File: config.mk
export PLATFORM = sky130hd
export DESIGN_NAME = tkls_front
export DESIGN_NICKNAME = d
export VERILOG_FILES = /design/src/rtl/tkls_pkg.sv /design/src/rtl/tkls_front.sv
export SDC_FILE = /design/constraint.sdc
export NUM_CORES = 1
export LEC_CHECK = 0
export BUFFER_PORTS_ARGS = -buffer_cell sky130_fd_sc_hd__buf_2
export CORE_MARGIN = 3
export CORE_UTILIZATION = 24
export DETAILED_ROUTE_END_ITERATION = 6
export PLACE_DENSITY = 0.53
export RECOVER_POWER = 100
export SLEW_MARGIN = 20
export SYNTH_ARGS = -nofsm -noshare
export SYNTH_HDL_FRONTEND = slang
export SYNTH_SLANG_ARGS = --single-unit
File: constraint.sdc
create_clock -name clk -period 5.7 [get_ports clk]
set_clock_uncertainty 0.2 [all_clocks]
set_input_delay 1.14 -clock clk [delete_from_list [all_inputs] [get_ports clk]]
set_output_delay 1.14 -clock clk [all_outputs]
set_load 0.02 [all_outputs]
File: src/rtl/tkls_pkg.sv
// ----------------------------------------------------------------------------
// tkls_pkg
// shared types and field widths of the top-k logit selector
// ----------------------------------------------------------------------------
`default_nettype none

package tkls_pkg;

  localparam int unsigned LP_W    = 32;  // log-probability, signed q16.16
  localparam int unsigned TOKEN_W = 18;  // token position within a row
  localparam int unsigned K_W     = 7;   // k register width

  localparam logic [K_W-1:0] K_COUNT_RESET = 7'd64;

  typedef logic signed [LP_W-1:0] lp_t;
  typedef logic [TOKEN_W-1:0]     tok_t;

  // hand-over of a finished row from the sorter to the emitter
  typedef struct packed {
    logic           load;
    logic [K_W-1:0] count;
  } handoff_t;

endpackage

`default_nettype wire

File: src/rtl/tkls_front.sv
// ----------------------------------------------------------------------------
// tkls_front
// input register: saturating logit minus normaliser and end-of-row flag
// ----------------------------------------------------------------------------
`default_nettype none

module tkls_front (
  input  wire logic                clk,
  input  wire logic                rst,
  input  wire logic                in_beat,
  input  wire tkls_pkg::lp_t       logit,
  input  wire tkls_pkg::lp_t       row_log_norm,
  input  wire logic                last_in_row,
  input  wire logic                pop,
  output      logic                valid,
  output      tkls_pkg::lp_t       lp,
  output      logic                last
);

  logic signed [tkls_pkg::LP_W:0] diff;
  tkls_pkg::lp_t                  lp_next;

  always_comb begin
    diff = {logit[tkls_pkg::LP_W-1], logit} - {row_log_norm[tkls_pkg::LP_W-1], row_log_norm};
    if (diff[tkls_pkg::LP_W] != diff[tkls_pkg::LP_W-1]) begin
      // overflow: clamp towards the sign of the true difference
      lp_next = diff[tkls_pkg::LP_W] ? {1'b1, {(tkls_pkg::LP_W-1){1'b0}}}
                                     : {1'b0, {(tkls_pkg::LP_W-1){1'b1}}};
    end else begin
      lp_next = diff[tkls_pkg::LP_W-1:0];
    end
  end

  always_ff @(posedge clk) begin
    if (rst) begin
      valid <= 1'b0;
    end else if (in_beat) begin
      valid <= 1'b1;
    end else if (pop) begin
      valid <= 1'b0;
    end
  end

  always_ff @(posedge clk) begin
    if (in_beat) begin
      lp   <= lp_next;
      last <= last_in_row;
    end
  end

endmodule

`default_nettype wire

Word level (Yosys, flattened, before mapping)
Index checks and enable logic that the tools add are counted.
{"block": "totals", "reg_bits": 34, "mem_count": 0, "out_inout_bits": 34, "ram_bits": 0, "rom_bits": 0, "latch_bits": 0, "in_bits": 69}
{"block": "classes", "mux": 4, "div": 0, "addsub": 1, "shifts": 0, "n_lt_le_gt_ge": 0, "eq_ne": 1, "n_mul": 0, "n_bitwise": 0, "reduce_logical": 1}
{"cell": "two-way mux 32 bit", "count": 2}
{"cell": "subtractor 32 x 32 -> 33 bit", "count": 1}
{"cell": "two-way mux 1 bit", "count": 2}
{"cell": "nonzero test 2 bit", "count": 1}
{"cell": "!= test 1 bit", "count": 1}

Depth between registers and ports, before layout
{"block": "logic_depth", "ltp_word": 3, "mapped_depth": 13, "depth_no_buf": 12}

Worst setup path before layout
No wires, ideal clock.
{"block": "synth_path", "path_type": "input to register", "from": "input logit[0]", "to": "register lp[16] (data pin)", "n_path_buf": 1, "setup_ns": 0.258, "slack_ns": 1.772, "stages": 13, "t_required_ns": 5.242, "arrival_time_ns": 3.470, "path_cell_list": "inv_1 -> ha_1 -> inv_1 -> fa_1 -> a21o_1 -> a221o_1 -> a21oi_1 -> o31a_1 -> o31a_1 -> o31ai_4 -> a22oi_4 -> buf_6 -> o21ai_2"}
{"block": "synth_via", "elab_chain_len": 3, "word_cells_on_any_way": 4, "cone_classes": "1 x add/sub; 1 x eq/ne; 2 x mux"}
{"item": "start, declared", "line": "tkls_front.sv:11", "rtl": "input wire tkls_pkg::lp_t logit,"}
{"item": "subtractor 32 x 32 -> 33 bit *", "line": "tkls_front.sv:24", "rtl": "diff = {logit[tkls_pkg::LP_W-1], logit} - {row_log_norm[tkls_pkg::LP_W-1], row_log_norm};"}
{"item": "two-way mux 32 bit / != test 1 bit (equally long branches)", "line": "tkls_front.sv:27, tkls_front.sv:25"}
{"item": "two-way mux 32 bit *", "line": "tkls_front.sv:25", "rtl": "if (diff[tkls_pkg::LP_W] != diff[tkls_pkg::LP_W-1]) begin"}
{"item": "net lp_next[16]", "line": "tkls_front.sv:21", "rtl": "tkls_pkg::lp_t lp_next;"}
{"item": "end signal, assigned", "line": "tkls_front.sv:46", "rtl": "lp <= lp_next;"}
{"item": "end, declared", "line": "tkls_front.sv:16", "rtl": "output tkls_pkg::lp_t lp,"}
The timed path passes the listed nets; every way through them passes the cells marked *.
A chain may end at the register's enable or synchronous reset.

Final worst setup path
{"block": "layout_path", "from": "input logit[0]", "to": "register lp[18] (data pin)"}
The elaborated chain is that of the path after synthesis.

==> summary.md <==
| Metric | Value |
|---|---|
| Total power | `1.03 mW` |
| Pin count of the biggest net entering global routing | `35` |
| CTS clock-pin slew for the worst setup and hold paths | `0.05 ns` |
| Data required time at the worst endpoint | `5.61 ns` |
| Critical path depth | `13` |
| Clk_lat worst skew | `0.27 ns` |
| CP endpoint | `lp[18]` |
| WL/cell | `14.0 um` |
| Nets | `573` |
| VDD IR max | `0.110 mV` |
| Area grow syn2layout | `21.3%` |
| RR Endpoint | `valid` |
| Post-synthesis sequential area ratio | `30.7%` |
| Syn_area_per_cell | `between 8 and 9 um^2` |
| Filler cell count | `1,512` |
| Register-to-Register Setup Slack | `~4.9 ns` |
| Initial Util | `24.7%` |
| Startpoint type of the worst setup path | `input port` |
| Horiz. Die Dim | `123 um` |
| IO Pins | `103` |
| Final Core Density | `29.9%` |
| Area fraction of the dominant cell type after synthesis | `30.1%` |
| First-pass GRT wire length | `around 14,000 um` |
| Final Cycle Share | `79.2%` |
| Post-CTS Resized | `0` |
| Yosys Warn Count | `0` |
| GPL Wtd Cong | `0.814` |
| Core area | `roughly 0.013 mm^2` |
| Post-synth EDFFs | `33` |
| DRT antenna net count | `0` |
| Worst Tran Pin Value | `1.86 ns` |
| Die area | `around 0.015 mm^2` |
| Peak Freq | `roughly 220 MHz` |
| DRC Markers | `0` |
| Hold Buf Count CTS | `0` |
| PD cells | `259 mW/mm^2` |
| Dpl cells | `640` |
| Post-Route WL | `9040 um` |
| Post-Synthesis Cell Area | `roughly 0.0033 mm^2` |
| Grt ovf | `0` |
| Die height | `123 um` |
| Arrival @ worst endpoint | `4.42 ns` |
| Failing checks | `capacitance limit, slew limit` |
| Ant diodes | `0` |
| Row count | `42` |
| Top FF cell, synth | `edfxtp_1` |
| Sequential cell area | `0.00101 mm^2` |
| Ys async rst share | `0%` |
| CP Capture Type | `flip-flop` |
| PortBufs | `~100` |
| Worst R2R Path Depth | `2` |
| Vias | `3,001` |
| CTS Buf Count | `5` |
| Post-route worst setup slack | `1.19 ns` |
| Clock sink count | `34` |
| Slew Viols, Final | `35` |
| Number of vias per cell | `between 4 and 5` |
| Final hold violations | `0` |
| Slowest cell delay on critical path | `0.76 ns` |
| Max-slew headroom | `-24.3%` |
| Max cap viols | `1` |
| Layout Cells excl Fill | `648` |
| Initial antenna violation count | `0` |
| Place WS | `roughly 1.0 ns` |
| Hold Path Class | `flip-flop to flip-flop` |
| Overall global routing resource usage | `around an eighth` |
| Layout cell share with drive strength beyond 1 | `18.2%` |
| CP bufs+invs | `3` |
| Slowest CP cell | `o31ai_1` |
| Setup TNS | `0 ns` |
| CTS HTree Levels | `2` |
| Critical setup path kind | `input port to flip-flop` |
| RSZ-0062 raised after global routing | `no` |
| Cell taking the most area after synthesis | `edfxtp_1` |
| CTS tree | `done` |
| Synth cell types | `58` |
| CTS root buf | `clkbuf_16` |
| Status | `finished, violations left` |
| Leak | `1.77 nW` |
| #FFs+latches synth | `34` |
| Post-synthesis net count | `479` |
| Setup violations, final | `0` |
| Drt pass-1 iters | `4` |
| Multi-input gate area | `~0.0020 mm^2` |
| Reg2reg start | `valid` |
| Setup Buffers After CTS | `0` |
| Post-route minimum period | `4.51 ns` |
| Drt first-iter violations | `137` |
| CP cell instances | `buf_2 > inv_1 > ha_1 > inv_1 > fa_1 > a21o_1 > a221o_1 > a21oi_1 > o31a_1 > o31a_1 > o31ai_1 > nand4_4 > a21oi_1` |
| Ranking of synthesized cells by area | `edfxtp_1, ha_1, a21oi_1` |
| Crit-path max FO | `30` |
| Crit path launch | `logit[0]` |
| Post-Syn Instances | `377` |
| Longest Clk Path Bufs | `2` |
| CP delay by family, top | `compound AO/OA/AOI/OAI gates` |
| Post-DP HPWL | `7420 um` |
| Vias in the first global route | `2,997` |
cell families (layout without fill, tap and decap cells):
logic type / after synthesis / count (layout) / share of synthesized area (%)
AO/OA/AOI/OAI: 141 / 141 / 29.3
flip-flops: 34 / 34 / 30.7
adder cells (fa/ha/maj): 33 / 33 / 12.8
XOR/XNOR: 28 / 28 / 7.44
AND/OR/NAND/NOR: 81 / 81 / 12.0
buffers and inverters: 60 / 155 / 7.89
stage by stage:
step	hold WS (ns)	instance area [um^2]
2_1_floorplan	0.377	3300
3_3_place_gp	0.265	3940
3_5_place_dp	0.284	3940
4_1_cts	0.297	4080
5_1_grt	0.383	4000
6_report	0.300	4000
routing by layer:
layer	wire (um)	vias to the layer above	global-route usage, %
met4	148	0	3.32
li1	-	1559	-
met1	4380	1349	15.8
met3	466	9	1.60
met5	0	-	0
met2	4050	84	19.6
worst min-delay path: stages (launching register included):
cell     delay (ns)
dfxtp_1        0.32
a21oi_1        0.06
nor2_1         0.08
worst min path at each step:
stage	cells after the start	start	slack, ns	endpoint
2_1_floorplan	2	valid	0.38	valid
3_3_place_gp	2	valid	0.26	valid
3_5_place_dp	2	valid	0.28	valid
4_1_cts	2	valid	0.30	valid
5_1_grt	2	valid	0.38	valid
6_report	2	valid	0.30	valid
state kept, by name, indices dropped and copies added, names as in the netlist:
register and cells:
last 1, lp 32, valid 1
cell type report:
cell class / instances / area share (%)
multi-input cells: 283 / 49.8
clock buffers: 5 / 3.13
clock inverters: 3 / 0.407
inverters: 45 / 4.23
well taps: 176 / 5.51
repair buffers: 102 / 11.7
flip-flops and latches: 34 / 25.3
cells in the mapped netlist (2+ instances only):
cell type / count
nand3_1: 6
a31oi_1: 2
a41o_1: 2
inv_1: 45
nand2b_1: 3
nor2_1: 21
o21ai_1: 2
a21oi_2: 3
a21o_1: 12
xnor2_1: 15
a211oi_1: 2
o21ai_2: 5
a31o_2: 2
or2_2: 2
o21a_1: 4
edfxtp_1: 33
o221ai_1: 2
buf_2: 4
o21bai_1: 4
xor2_1: 13
a21oi_1: 51
and2_1: 2
buf_6: 4
o21ai_0: 26
a2bb2oi_1: 2
nand4_1: 6
and3_1: 5
ha_1: 32
nand2_1: 29
clkbuf_1: 7
o211ai_1: 2
o31a_1: 2
a221o_1: 2
power by group:
| part | total (mW) | switching [mW] | internal [mW] |
|---|---|---|---|
| combinational | 0.416 | 0.264 | 0.152 |
| sequential | 0.361 | 0.0198 | 0.341 |
| clock | 0.257 | 0.0981 | 0.159 |
cell usage in the layout, fill, tap and decap left out, types with 5 or more instances in the layout:
cell type  instances
a21o_1            12
a21oi_1           53
and3_1             5
buf_2             67
clkbuf_1          35
clkbuf_16          5
edfxtp_1          33
ha_1              32
inv_1             45
nand2_1           29
nand3_1            6
nand4_1            6
nor2_1            21
o21ai_0           30
xnor2_1           15
xor2_1            13
Note: power is estimated with default switching activity, not from simulation.
